## src/pab_pkg.sv

```systemverilog
// Package for the pixel alpha blender: formats, register indexes, stage control words.
package pab_pkg;

  // Pixel layouts as coded in the format registers.
  typedef enum logic [1:0] {
    FMT_RGB  = 2'd0,
    FMT_BGR  = 2'd1,
    FMT_RGBA = 2'd2,
    FMT_RSVD = 2'd3
  } fmt_t;

  // Register indexes on the configuration port.
  localparam logic [1:0] CFG_GLOBAL_ALPHA  = 2'd0;
  localparam logic [1:0] CFG_SOURCE_FORMAT = 2'd1;
  localparam logic [1:0] CFG_TARGET_FORMAT = 2'd2;

  localparam logic [7:0] ALPHA_RESET = 8'hFF;
  localparam logic [7:0] ALPHA_FULL  = 8'hFF;
  localparam int unsigned LANES      = 4;

  // Source of the top byte of the result.
  typedef enum logic [1:0] {
    B3_TARGET = 2'd0,
    B3_OPAQUE = 2'd1,
    B3_BLEND  = 2'd2
  } b3_sel_t;

  // Control word that travels with a pixel after the alpha has been settled.
  typedef struct packed {
    logic    skip;
    logic    copy;
    logic    trunc;
    b3_sel_t b3_sel;
  } blend_ctl_t;

  // Exact x/255 for x up to 255*255, without a divider.
  function automatic logic [7:0] div255(input logic [15:0] x);
    logic [16:0] t;
    t = {1'b0, x} + {9'd0, x[15:8]} + 17'd1;
    return t[15:8];
  endfunction

endpackage

```

## src/pab_in_if.sv

```systemverilog
// Input channel: one source pixel and one destination pixel per word.
interface pab_in_if;
  logic        valid;
  logic        ready;
  logic [31:0] source_pixel;
  logic [31:0] target_pixel;

  modport source (output valid, output source_pixel, output target_pixel, input ready);
  modport sink   (input valid, input source_pixel, input target_pixel, output ready);
endinterface

```

## src/pab_out_if.sv

```systemverilog
// Result channel: one blended pixel and its write flag per word.
interface pab_out_if;
  logic        valid;
  logic        ready;
  logic [31:0] blended_pixel;
  logic        write_enable;

  modport source (output valid, output blended_pixel, output write_enable, input ready);
  modport sink   (input valid, input blended_pixel, input write_enable, output ready);
endinterface

```

## src/pab_alpha.sv

```systemverilog
// First two pipeline stages: format decode, channel swap and effective alpha.
module pab_alpha
  import pab_pkg::*;
(
  input  logic        clk,
  input  logic        adv,
  input  logic [31:0] src_pix,
  input  logic [31:0] dst_pix,
  input  logic [7:0]  global_alpha,
  input  fmt_t        source_format,
  input  fmt_t        target_format,
  output logic [31:0] s_out,
  output logic [31:0] d_out,
  output logic [7:0]  alpha_out,
  output blend_ctl_t  ctl_out
);

  // Stage one registers.
  logic [31:0] s1_src_r, s1_src_nxt;
  logic [31:0] s1_dst_r;
  logic [15:0] s1_prod_r, s1_prod_nxt;
  logic [7:0]  s1_ga_r;
  logic        s1_amode_r, s1_amode_nxt;
  logic        s1_skip_r, s1_skip_nxt;
  logic        s1_trunc_r, s1_trunc_nxt;
  b3_sel_t     s1_b3_r, s1_b3_nxt;

  // Stage two registers.
  logic [31:0] s2_src_r;
  logic [31:0] s2_dst_r;
  logic [7:0]  s2_alpha_r, s2_alpha_nxt;
  blend_ctl_t  s2_ctl_r, s2_ctl_nxt;

  logic        s_rev;
  logic        t_rev;
  logic        src_rgba;
  logic        dst_rgba;

  // Decode the formats and bring the source into the destination channel order.
  always_comb begin
    s_rev    = (source_format == FMT_BGR);
    t_rev    = (target_format == FMT_BGR);
    src_rgba = (source_format == FMT_RGBA);
    dst_rgba = (target_format == FMT_RGBA);
    if (s_rev != t_rev) begin
      s1_src_nxt = {src_pix[31:24], src_pix[7:0], src_pix[15:8], src_pix[23:16]};
    end else begin
      s1_src_nxt = src_pix;
    end
    s1_skip_nxt  = (global_alpha == 8'd0) || (source_format == FMT_RSVD) ||
                   (target_format == FMT_RSVD);
    s1_amode_nxt = src_rgba && !dst_rgba;
    s1_trunc_nxt = (src_rgba && !dst_rgba) || (!src_rgba && dst_rgba);
    s1_prod_nxt  = global_alpha * src_pix[31:24];
    if (!dst_rgba) begin
      s1_b3_nxt = B3_TARGET;
    end else if (src_rgba) begin
      s1_b3_nxt = B3_BLEND;
    end else begin
      s1_b3_nxt = B3_OPAQUE;
    end
  end

  always_ff @(posedge clk) begin
    if (adv) begin
      s1_src_r   <= s1_src_nxt;
      s1_dst_r   <= dst_pix;
      s1_prod_r  <= s1_prod_nxt;
      s1_ga_r    <= global_alpha;
      s1_amode_r <= s1_amode_nxt;
      s1_skip_r  <= s1_skip_nxt;
      s1_trunc_r <= s1_trunc_nxt;
      s1_b3_r    <= s1_b3_nxt;
    end
  end

  // RGBA into RGB/BGR scales the source alpha by the global alpha; zero then skips.
  always_comb begin
    if (s1_amode_r) begin
      s2_alpha_nxt = div255(s1_prod_r);
    end else begin
      s2_alpha_nxt = s1_ga_r;
    end
    s2_ctl_nxt.skip   = s1_skip_r || (s1_amode_r && (s2_alpha_nxt == 8'd0));
    s2_ctl_nxt.copy   = (s2_alpha_nxt == ALPHA_FULL);
    s2_ctl_nxt.trunc  = s1_trunc_r;
    s2_ctl_nxt.b3_sel = s1_b3_r;
  end

  always_ff @(posedge clk) begin
    if (adv) begin
      s2_src_r   <= s1_src_r;
      s2_dst_r   <= s1_dst_r;
      s2_alpha_r <= s2_alpha_nxt;
      s2_ctl_r   <= s2_ctl_nxt;
    end
  end

  assign s_out     = s2_src_r;
  assign d_out     = s2_dst_r;
  assign alpha_out = s2_alpha_r;
  assign ctl_out   = s2_ctl_r;

endmodule

```

## src/pab_lane.sv

```systemverilog
// One byte lane: registered difference product, then the scaled step added back.
module pab_lane
  import pab_pkg::*;
(
  input  logic       clk,
  input  logic       adv,
  input  logic [7:0] s,
  input  logic [7:0] d,
  input  logic [7:0] alpha,
  input  logic       trunc,
  input  logic       copy,
  output logic [7:0] value
);

  logic [15:0] mag_r, mag_nxt;
  logic        neg_r, neg_nxt;
  logic [7:0]  s_r;
  logic [7:0]  d_r;
  logic        trunc_r;
  logic        copy_r;
  logic [7:0]  absd;
  logic [16:0] up;
  logic [7:0]  q;

  // Magnitude of (s - d) * alpha, with its sign kept apart.
  always_comb begin
    neg_nxt = (s < d);
    absd    = neg_nxt ? (d - s) : (s - d);
    mag_nxt = absd * alpha;
  end

  always_ff @(posedge clk) begin
    if (adv) begin
      mag_r   <= mag_nxt;
      neg_r   <= neg_nxt;
      s_r     <= s;
      d_r     <= d;
      trunc_r <= trunc;
      copy_r  <= copy;
    end
  end

  // Truncating divide by 255, or a floor shift by 8 that rounds negatives down.
  always_comb begin
    up = {1'b0, mag_r} + 17'd255;
    if (trunc_r) begin
      q = div255(mag_r);
    end else if (neg_r) begin
      q = up[15:8];
    end else begin
      q = mag_r[15:8];
    end
    if (copy_r) begin
      value = s_r;
    end else if (neg_r) begin
      value = d_r - q;
    end else begin
      value = d_r + q;
    end
  end

endmodule

```

## src/pixel_alpha_blend_core.sv

```systemverilog
// Top level of the pixel alpha blender: registers, pipeline control and result stage.
//
//  Port group  Direction  Carries
//  in_word     sink       source_pixel, target_pixel
//  out_word    source     blended_pixel, write_enable
//  cfg_*       sink       global_alpha, source_format, target_format
//
// One word is taken every clock while out_word is not stalled.
// The pipeline has four register stages: alpha scaling, its divide by 255,
// the per-lane product and the output register.
// Reset is synchronous on rst_n and clears valid bits and the configuration registers.
// A stall on out_word freezes the whole pipeline; in_word.ready follows it.
module pixel_alpha_blend_core
  import pab_pkg::*;
(
  input  logic        clk,
  input  logic        rst_n,
  pab_in_if.sink      in_word,
  pab_out_if.source   out_word,
  input  logic        cfg_we,
  input  logic [1:0]  cfg_index,
  input  logic [7:0]  cfg_data
);

  logic [7:0]  global_alpha_r;
  fmt_t        source_format_r;
  fmt_t        target_format_r;

  logic        adv;
  logic        in_fire;
  logic        v1_r, v2_r, v3_r, vo_r;

  logic [31:0] s2;
  logic [31:0] d2;
  logic [7:0]  alpha2;
  blend_ctl_t  ctl2;

  blend_ctl_t  ctl3_r;
  logic [31:0] d3_r;
  logic [7:0]  lane_val [LANES];

  logic [31:0] pix_nxt;
  logic [31:0] pix_r;
  logic        we_nxt;
  logic        we_r;

  // Configuration registers.
  always_ff @(posedge clk) begin
    if (!rst_n) begin
      global_alpha_r  <= ALPHA_RESET;
      source_format_r <= FMT_RGB;
      target_format_r <= FMT_RGB;
    end else if (cfg_we) begin
      case (cfg_index)
        CFG_GLOBAL_ALPHA:  global_alpha_r  <= cfg_data;
        CFG_SOURCE_FORMAT: source_format_r <= fmt_t'(cfg_data[1:0]);
        CFG_TARGET_FORMAT: target_format_r <= fmt_t'(cfg_data[1:0]);
        default: ;
      endcase
    end
  end

  // The pipeline moves as one whenever the output register is free or being taken.
  assign adv           = !vo_r || out_word.ready;
  assign in_word.ready = adv;
  assign in_fire       = in_word.valid && adv;

  always_ff @(posedge clk) begin
    if (!rst_n) begin
      v1_r <= 1'b0;
      v2_r <= 1'b0;
      v3_r <= 1'b0;
      vo_r <= 1'b0;
    end else if (adv) begin
      v1_r <= in_fire;
      v2_r <= v1_r;
      v3_r <= v2_r;
      vo_r <= v3_r;
    end
  end

  pab_alpha u_alpha (
    .clk           (clk),
    .adv           (adv),
    .src_pix       (in_word.source_pixel),
    .dst_pix       (in_word.target_pixel),
    .global_alpha  (global_alpha_r),
    .source_format (source_format_r),
    .target_format (target_format_r),
    .s_out         (s2),
    .d_out         (d2),
    .alpha_out     (alpha2),
    .ctl_out       (ctl2)
  );

  // Control and whole destination pixel alongside the lane stage.
  always_ff @(posedge clk) begin
    if (adv) begin
      ctl3_r <= ctl2;
      d3_r   <= d2;
    end
  end

  for (genvar k = 0; k < LANES; k++) begin : g_lane
    pab_lane u_lane (
      .clk   (clk),
      .adv   (adv),
      .s     (s2[8*k +: 8]),
      .d     (d2[8*k +: 8]),
      .alpha (alpha2),
      .trunc (ctl2.trunc),
      .copy  (ctl2.copy),
      .value (lane_val[k])
    );
  end

  // Assemble the result word; a skipped pixel repeats the destination.
  always_comb begin
    pix_nxt = {8'd0, lane_val[2], lane_val[1], lane_val[0]};
    case (ctl3_r.b3_sel)
      B3_TARGET: pix_nxt[31:24] = d3_r[31:24];
      B3_OPAQUE: pix_nxt[31:24] = ALPHA_FULL;
      B3_BLEND:  pix_nxt[31:24] = lane_val[3];
      default:   pix_nxt[31:24] = d3_r[31:24];
    endcase
    we_nxt = !ctl3_r.skip;
    if (ctl3_r.skip) begin
      pix_nxt = d3_r;
    end
  end

  always_ff @(posedge clk) begin
    if (adv) begin
      pix_r <= pix_nxt;
      we_r  <= we_nxt;
    end
  end

  assign out_word.valid         = vo_r;
  assign out_word.blended_pixel = pix_r;
  assign out_word.write_enable  = we_r;

endmodule

```

## src/flat_wrapper.sv

```systemverilog
// flat-port wrapper written by rule: the top's interface ports become plain ports
module pixel_alpha_blend_core_flat import pab_pkg::*;
  (clk, rst_n, cfg_we, cfg_index, cfg_data, in_word_valid, in_word_source_pixel, in_word_target_pixel, in_word_ready, out_word_valid, out_word_blended_pixel, out_word_write_enable, out_word_ready);
  pab_in_if in_word_i ();
  pab_out_if out_word_i ();
  input  logic clk;
  input  logic rst_n;
  input  logic cfg_we;
  input  logic [1:0] cfg_index;
  input  logic [7:0] cfg_data;
  input wire logic [$bits(in_word_i.valid)-1:0] in_word_valid;
  input wire logic [$bits(in_word_i.source_pixel)-1:0] in_word_source_pixel;
  input wire logic [$bits(in_word_i.target_pixel)-1:0] in_word_target_pixel;
  output wire logic [$bits(in_word_i.ready)-1:0] in_word_ready;
  output wire logic [$bits(out_word_i.valid)-1:0] out_word_valid;
  output wire logic [$bits(out_word_i.blended_pixel)-1:0] out_word_blended_pixel;
  output wire logic [$bits(out_word_i.write_enable)-1:0] out_word_write_enable;
  input wire logic [$bits(out_word_i.ready)-1:0] out_word_ready;
  assign in_word_i.valid = in_word_valid;
  assign in_word_i.source_pixel = in_word_source_pixel;
  assign in_word_i.target_pixel = in_word_target_pixel;
  assign in_word_ready = in_word_i.ready;
  assign out_word_valid = out_word_i.valid;
  assign out_word_blended_pixel = out_word_i.blended_pixel;
  assign out_word_write_enable = out_word_i.write_enable;
  assign out_word_i.ready = out_word_ready;
  pixel_alpha_blend_core u_core (.clk(clk), .rst_n(rst_n), .in_word(in_word_i), .out_word(out_word_i), .cfg_we(cfg_we), .cfg_index(cfg_index), .cfg_data(cfg_data));
endmodule
```

## config.mk

```make
export PLATFORM = sky130hd
export DESIGN_NAME = pixel_alpha_blend_core_flat
export DESIGN_NICKNAME = d
export VERILOG_FILES = /design/src/pab_pkg.sv /design/src/pab_in_if.sv /design/src/pab_out_if.sv /design/src/pab_alpha.sv /design/src/pab_lane.sv /design/src/pixel_alpha_blend_core.sv /design/src/flat_wrapper.sv
export SDC_FILE = /design/constraint.sdc
export NUM_CORES = 2
export LEC_CHECK = 0
export BUFFER_PORTS_ARGS = -buffer_cell sky130_fd_sc_hd__buf_2
export CORE_MARGIN = 10
export CORE_UTILIZATION = 40
export CTS_BUF_LIST = sky130_fd_sc_hd__clkbuf_8
export CTS_CLUSTER_SIZE = 14
export DETAILED_ROUTE_END_ITERATION = 16
export GPL_TIMING_DRIVEN = 0
export HOLD_SLACK_MARGIN = 0.03
export PLACE_DENSITY = 0.52
export REMOVE_ABC_BUFFERS = 1
export SKIP_CTS_REPAIR_TIMING = 1
export SYNTH_ARGS = -nofsm -noshare
export SYNTH_HDL_FRONTEND = slang
export SYNTH_SLANG_ARGS = --single-unit
export TNS_END_PERCENT = 30
```

## constraint.sdc

```tcl
create_clock -name clk -period 21.8 [get_ports clk]
set_input_delay 2.18 -clock clk [delete_from_list [all_inputs] [get_ports clk]]
set_output_delay 2.18 -clock clk [all_outputs]
set_load 0.01 [all_outputs]
```

==> flow_summary.rst <==
.. list-table::
   :header-rows: 1

   * - Metric
     - Value
   * - Run status
     - completed
   * - Post-layout util
     - 45.2%
   * - Floorplan Core Area
     - just under 0.07 mm^2
   * - Clock Skews
     - between 0.03 and 0.04 ns
   * - Post-route DRC violation count
     - 0
   * - Starting density of the core
     - 40.6%
   * - Number of max-slew violations in the final report
     - 0
   * - Initial DRT Pass Iterations
     - 5
   * - Unrepaired setup endpoints after global routing
     - no
   * - Critical path startpoint category
     - flip-flop
   * - Mapped Avg Cell Area
     - between 10 and 15 um^2
   * - Relative slew slack
     - 6.70%
   * - Setup violation total in the final timing report
     - 0
   * - Time the final worst path needs with I/O delays and setup
     - 7.98 ns
   * - Share of the clock period used by the worst path after layout
     - between 30% and 40%
   * - I/O pin count
     - approximately 110
   * - Post-DP HPWL
     - 46,600 um
   * - Critical Path AT
     - approximately 8.4 ns
   * - Data required, critical path
     - 22.20 ns
   * - Multiplexer area fraction after synthesis
     - under 10%
   * - Largest cells by area after synthesis
     - sky130_fd_sc_hd__edfxtp_1, sky130_fd_sc_hd__ha_1, sky130_fd_sc_hd__fa_1
   * - Overflow left after global routing
     - 0
   * - Global-route usage over all layers
     - between 10% and 20%
   * - Cell taking the most area after synthesis
     - sky130_fd_sc_hd__edfxtp_1
   * - Clock tree buffer depth
     - 3
   * - Fill cell instance count of the final layout
     - approximately 6,600
   * - First-pass GRT wire length
     - 104,000 um
   * - Post-synthesis compound-gate area fraction
     - approximately 8.6%
   * - Library cells used by synthesis
     - 76
   * - List of most frequent post-synthesis cells
     - sky130_fd_sc_hd__inv_1, sky130_fd_sc_hd__edfxtp_1, sky130_fd_sc_hd__ha_1
   * - Clock sinks
     - 356
   * - Clock slew seen by the registers of the worst setup and hold paths
     - approximately 0.060 ns
   * - Weighted congestion reported at the end of routability-driven placement
     - around 0.83
   * - Vias
     - about 19,000
   * - Number of buffer cells added on primary ports
     - roughly 110
   * - Maximum fanout along the worst path
     - 16
   * - Most numerous cell in the Yosys netlist
     - sky130_fd_sc_hd__inv_1
   * - Portion of synthesized cell area occupied by the leading cell type
     - between 30% and 40%
   * - Placement Cell Area
     - around 0.03 mm^2
   * - Proportion of layout cells with a drive suffix above 1
     - slightly above 9%
   * - Number of buffers added by the clock tree synthesis step
     - 70
   * - Xor and xnor fraction of the mapped netlist area
     - around 4.6%
   * - Number of nets with antenna violations after detailed routing
     - 0
   * - Per-cell routed wire length
     - 16.8 um
   * - CTS H-Tree Depth
     - 3
   * - Register area share after synthesis
     - 37.6%
   * - Synthesis-to-layout area growth
     - 11.3%
   * - Number of DRC violations after detailed-routing iteration 0
     - 1,009
   * - Worst Setup Slack post-DPL
     - between 10 and 15 ns
   * - Share of synthesized registers carrying an async set or reset
     - 0%
   * - FF+latch count, synth
     - 356
   * - Number of instances in the synthesized netlist
     - between 2,000 and 3,000
   * - Synth Area in Simple Gates
     - between 10 and 15%
   * - CTS tree
     - yes
   * - Class of the worst hold path
     - reg2reg
   * - Die boundary height
     - 285 um
   * - Tightest Pin Transition
     - approximately 1.4 ns
   * - Final hold viol count
     - 0
   * - Skew-Pair Late Insertion Delay
     - ~0.67 ns
   * - Horizontal die dimension
     - about 280 um
   * - Adder-Cell Fraction of Synth Area
     - approximately 28%
   * - Overall die area
     - a little over 0.08 mm^2
   * - Number of standard-cell rows in the floorplan
     - 96
   * - Total wire length
     - about 62,000 um
   * - Netlist area before placement
     - ~0.028 mm^2
   * - Crit end category
     - flip-flop
   * - Pin count of the biggest net entering global routing
     - between 100 and 150
   * - Number of antenna violations at the first check in global routing
     - 3
   * - Setup TNS
     - 0 ns
   * - Count of maximum capacitance violations
     - 0
   * - Number of flops mapped to enable cells by yosys
     - 340
   * - Reg-to-reg slack, setup
     - between 10 and 15 ns
   * - Crit path kind
     - reg2reg
   * - Via count of the first global-routing pass
     - 19,900
   * - Net total in the final layout
     - 3,321
   * - Synthesis Warnings
     - 0
   * - Dominant combinational cell family by area after synthesis
     - adder cells
   * - Maximum operating frequency
     - about 130 MHz
   * - Vias per std cell
     - slightly above 5
   * - Finished layout cell area
     - between 0.03 and 0.04 mm^2
   * - Root Driver
     - sky130_fd_sc_hd__clkbuf_8
   * - Post-route worst setup slack
     - 13.82 ns
   * - Most common flop cell mapped by yosys
     - sky130_fd_sc_hd__edfxtp_1
[state kept, by name, summed over array words and instances, names as in the netlist, 16 cells and up]
name / flops
u_core.u_alpha.s1_dst_r: 32
u_core.u_alpha.s1_prod_r: 16
u_core.u_alpha.s1_src_r: 32
u_core.g_lane.u_lane.mag_r: 64
u_core.out_word.blended_pixel: 32
u_core.u_alpha.s_out: 32
u_core.g_lane.u_lane.d_r: 29
u_core.g_lane.u_lane.s_r: 32
u_core.u_alpha.d_out: 32
[placed cells by master, fill, tap and decap left out, types with 12 or more instances in the layout]
master and instances:
sky130_fd_sc_hd__fa_1 192, sky130_fd_sc_hd__nand3_1 35, sky130_fd_sc_hd__xor2_1 40, sky130_fd_sc_hd__o21a_1 25, sky130_fd_sc_hd__buf_2 113, sky130_fd_sc_hd__nor3_1 43
sky130_fd_sc_hd__nor2_1 103, sky130_fd_sc_hd__a31oi_1 17, sky130_fd_sc_hd__xnor2_1 108, sky130_fd_sc_hd__nand2_1 191, sky130_fd_sc_hd__and2_1 179, sky130_fd_sc_hd__a21o_1 26
sky130_fd_sc_hd__clkbuf_8 75, sky130_fd_sc_hd__nor4_1 12, sky130_fd_sc_hd__a21oi_1 106, sky130_fd_sc_hd__a211oi_1 13, sky130_fd_sc_hd__nor2b_1 106, sky130_fd_sc_hd__inv_1 378
sky130_fd_sc_hd__nand2b_1 28, sky130_fd_sc_hd__dfxtp_1 16, sky130_fd_sc_hd__o211ai_1 17, sky130_fd_sc_hd__edfxtp_1 340, sky130_fd_sc_hd__mux2i_1 28, sky130_fd_sc_hd__ha_1 310
sky130_fd_sc_hd__o21ai_0 89
[metrics by stage]
step                std cells  hold WS [ns]
finish                   3725         0.409
global route             3725         0.421
CTS                      3721         0.412
detailed placement       3597         0.405
global placement         3590         0.401
floorplan                2546         0.400
[path summary, 6_finish.rpt]
| path | end | cells past startpoint | start |
|---|---|---|---|
| worst min register to register | u_core.u_alpha.d_out[24]$_DFFE_PN_ | 0 | u_core.u_alpha.s1_dst_r[24]$_DFFE_PN_ |
| worst max-delay path | u_core.g_lane[0].u_lane.mag_r[14]$_DFFE_PN_ | 25 | u_core.u_alpha.s_out[0]$_DFFE_PN_ |
| worst min-delay path | u_core.u_alpha.d_out[24]$_DFFE_PN_ | 0 | u_core.u_alpha.s1_dst_r[24]$_DFFE_PN_ |
| worst max register to register | u_core.g_lane[0].u_lane.mag_r[14]$_DFFE_PN_ | 25 | u_core.u_alpha.s_out[0]$_DFFE_PN_ |
[area by class of cell]
class	count	area (um^2)	share of cell area, %
antenna	2	5.00	0.0161
clock buffer	75	1030	3.31
clock inverter	49	413	1.33
inverter	364	1370	4.41
multi-input combinational	1826	15900	50.9
sequential	356	10500	33.8
tap	931	1160	3.74
timing repair buffer	122	776	2.49
[kinds of logic (layout without fill, tap and decap cells)]
family	Yosys count	count (layout)
other cells	0	2
mux	40	40
buf+inv	428	610
xor+xnor	148	148
fa+ha+maj	502	502
simple gates	764	764
compound gates	372	372
flops	356	356
[critical path: stages, from the launching register on]
cell and delay, ns:
sky130_fd_sc_hd__edfxtp_1 0.42, sky130_fd_sc_hd__inv_1 0.08, sky130_fd_sc_hd__ha_1 0.16, sky130_fd_sc_hd__inv_1 0.05
sky130_fd_sc_hd__fa_1 0.39, sky130_fd_sc_hd__a21oi_1 0.25, sky130_fd_sc_hd__o22ai_1 0.19, sky130_fd_sc_hd__o41ai_4 0.74
sky130_fd_sc_hd__mux2_2 0.41, sky130_fd_sc_hd__a221oi_1 0.28, sky130_fd_sc_hd__o21ai_1 0.13, sky130_fd_sc_hd__xnor2_1 0.64
sky130_fd_sc_hd__and2_1 0.25, sky130_fd_sc_hd__fa_1 0.45, sky130_fd_sc_hd__fa_1 0.51, sky130_fd_sc_hd__fa_1 0.49
sky130_fd_sc_hd__inv_1 0.05, sky130_fd_sc_hd__fa_1 0.47, sky130_fd_sc_hd__inv_1 0.04, sky130_fd_sc_hd__ha_1 0.31
sky130_fd_sc_hd__or2_2 0.32, sky130_fd_sc_hd__a41oi_1 0.30, sky130_fd_sc_hd__nor2b_1 0.08, sky130_fd_sc_hd__o21a_1 0.18
sky130_fd_sc_hd__o41ai_1 0.38, sky130_fd_sc_hd__xnor2_1 0.13
[per-layer routing]
| metal | part of all wire [%] | GRT usage, % |
|---|---|---|
| met5 | 0.021 | 0 |
| met4 | 3.2 | 5.72 |
| met3 | 4.0 | 2.94 |
| met2 | 46 | 25.4 |
| met1 | 47 | 20.5 |
Power is not shown: default switching activity piles up to over one toggle a cycle in this logic, so the estimate is an artifact.
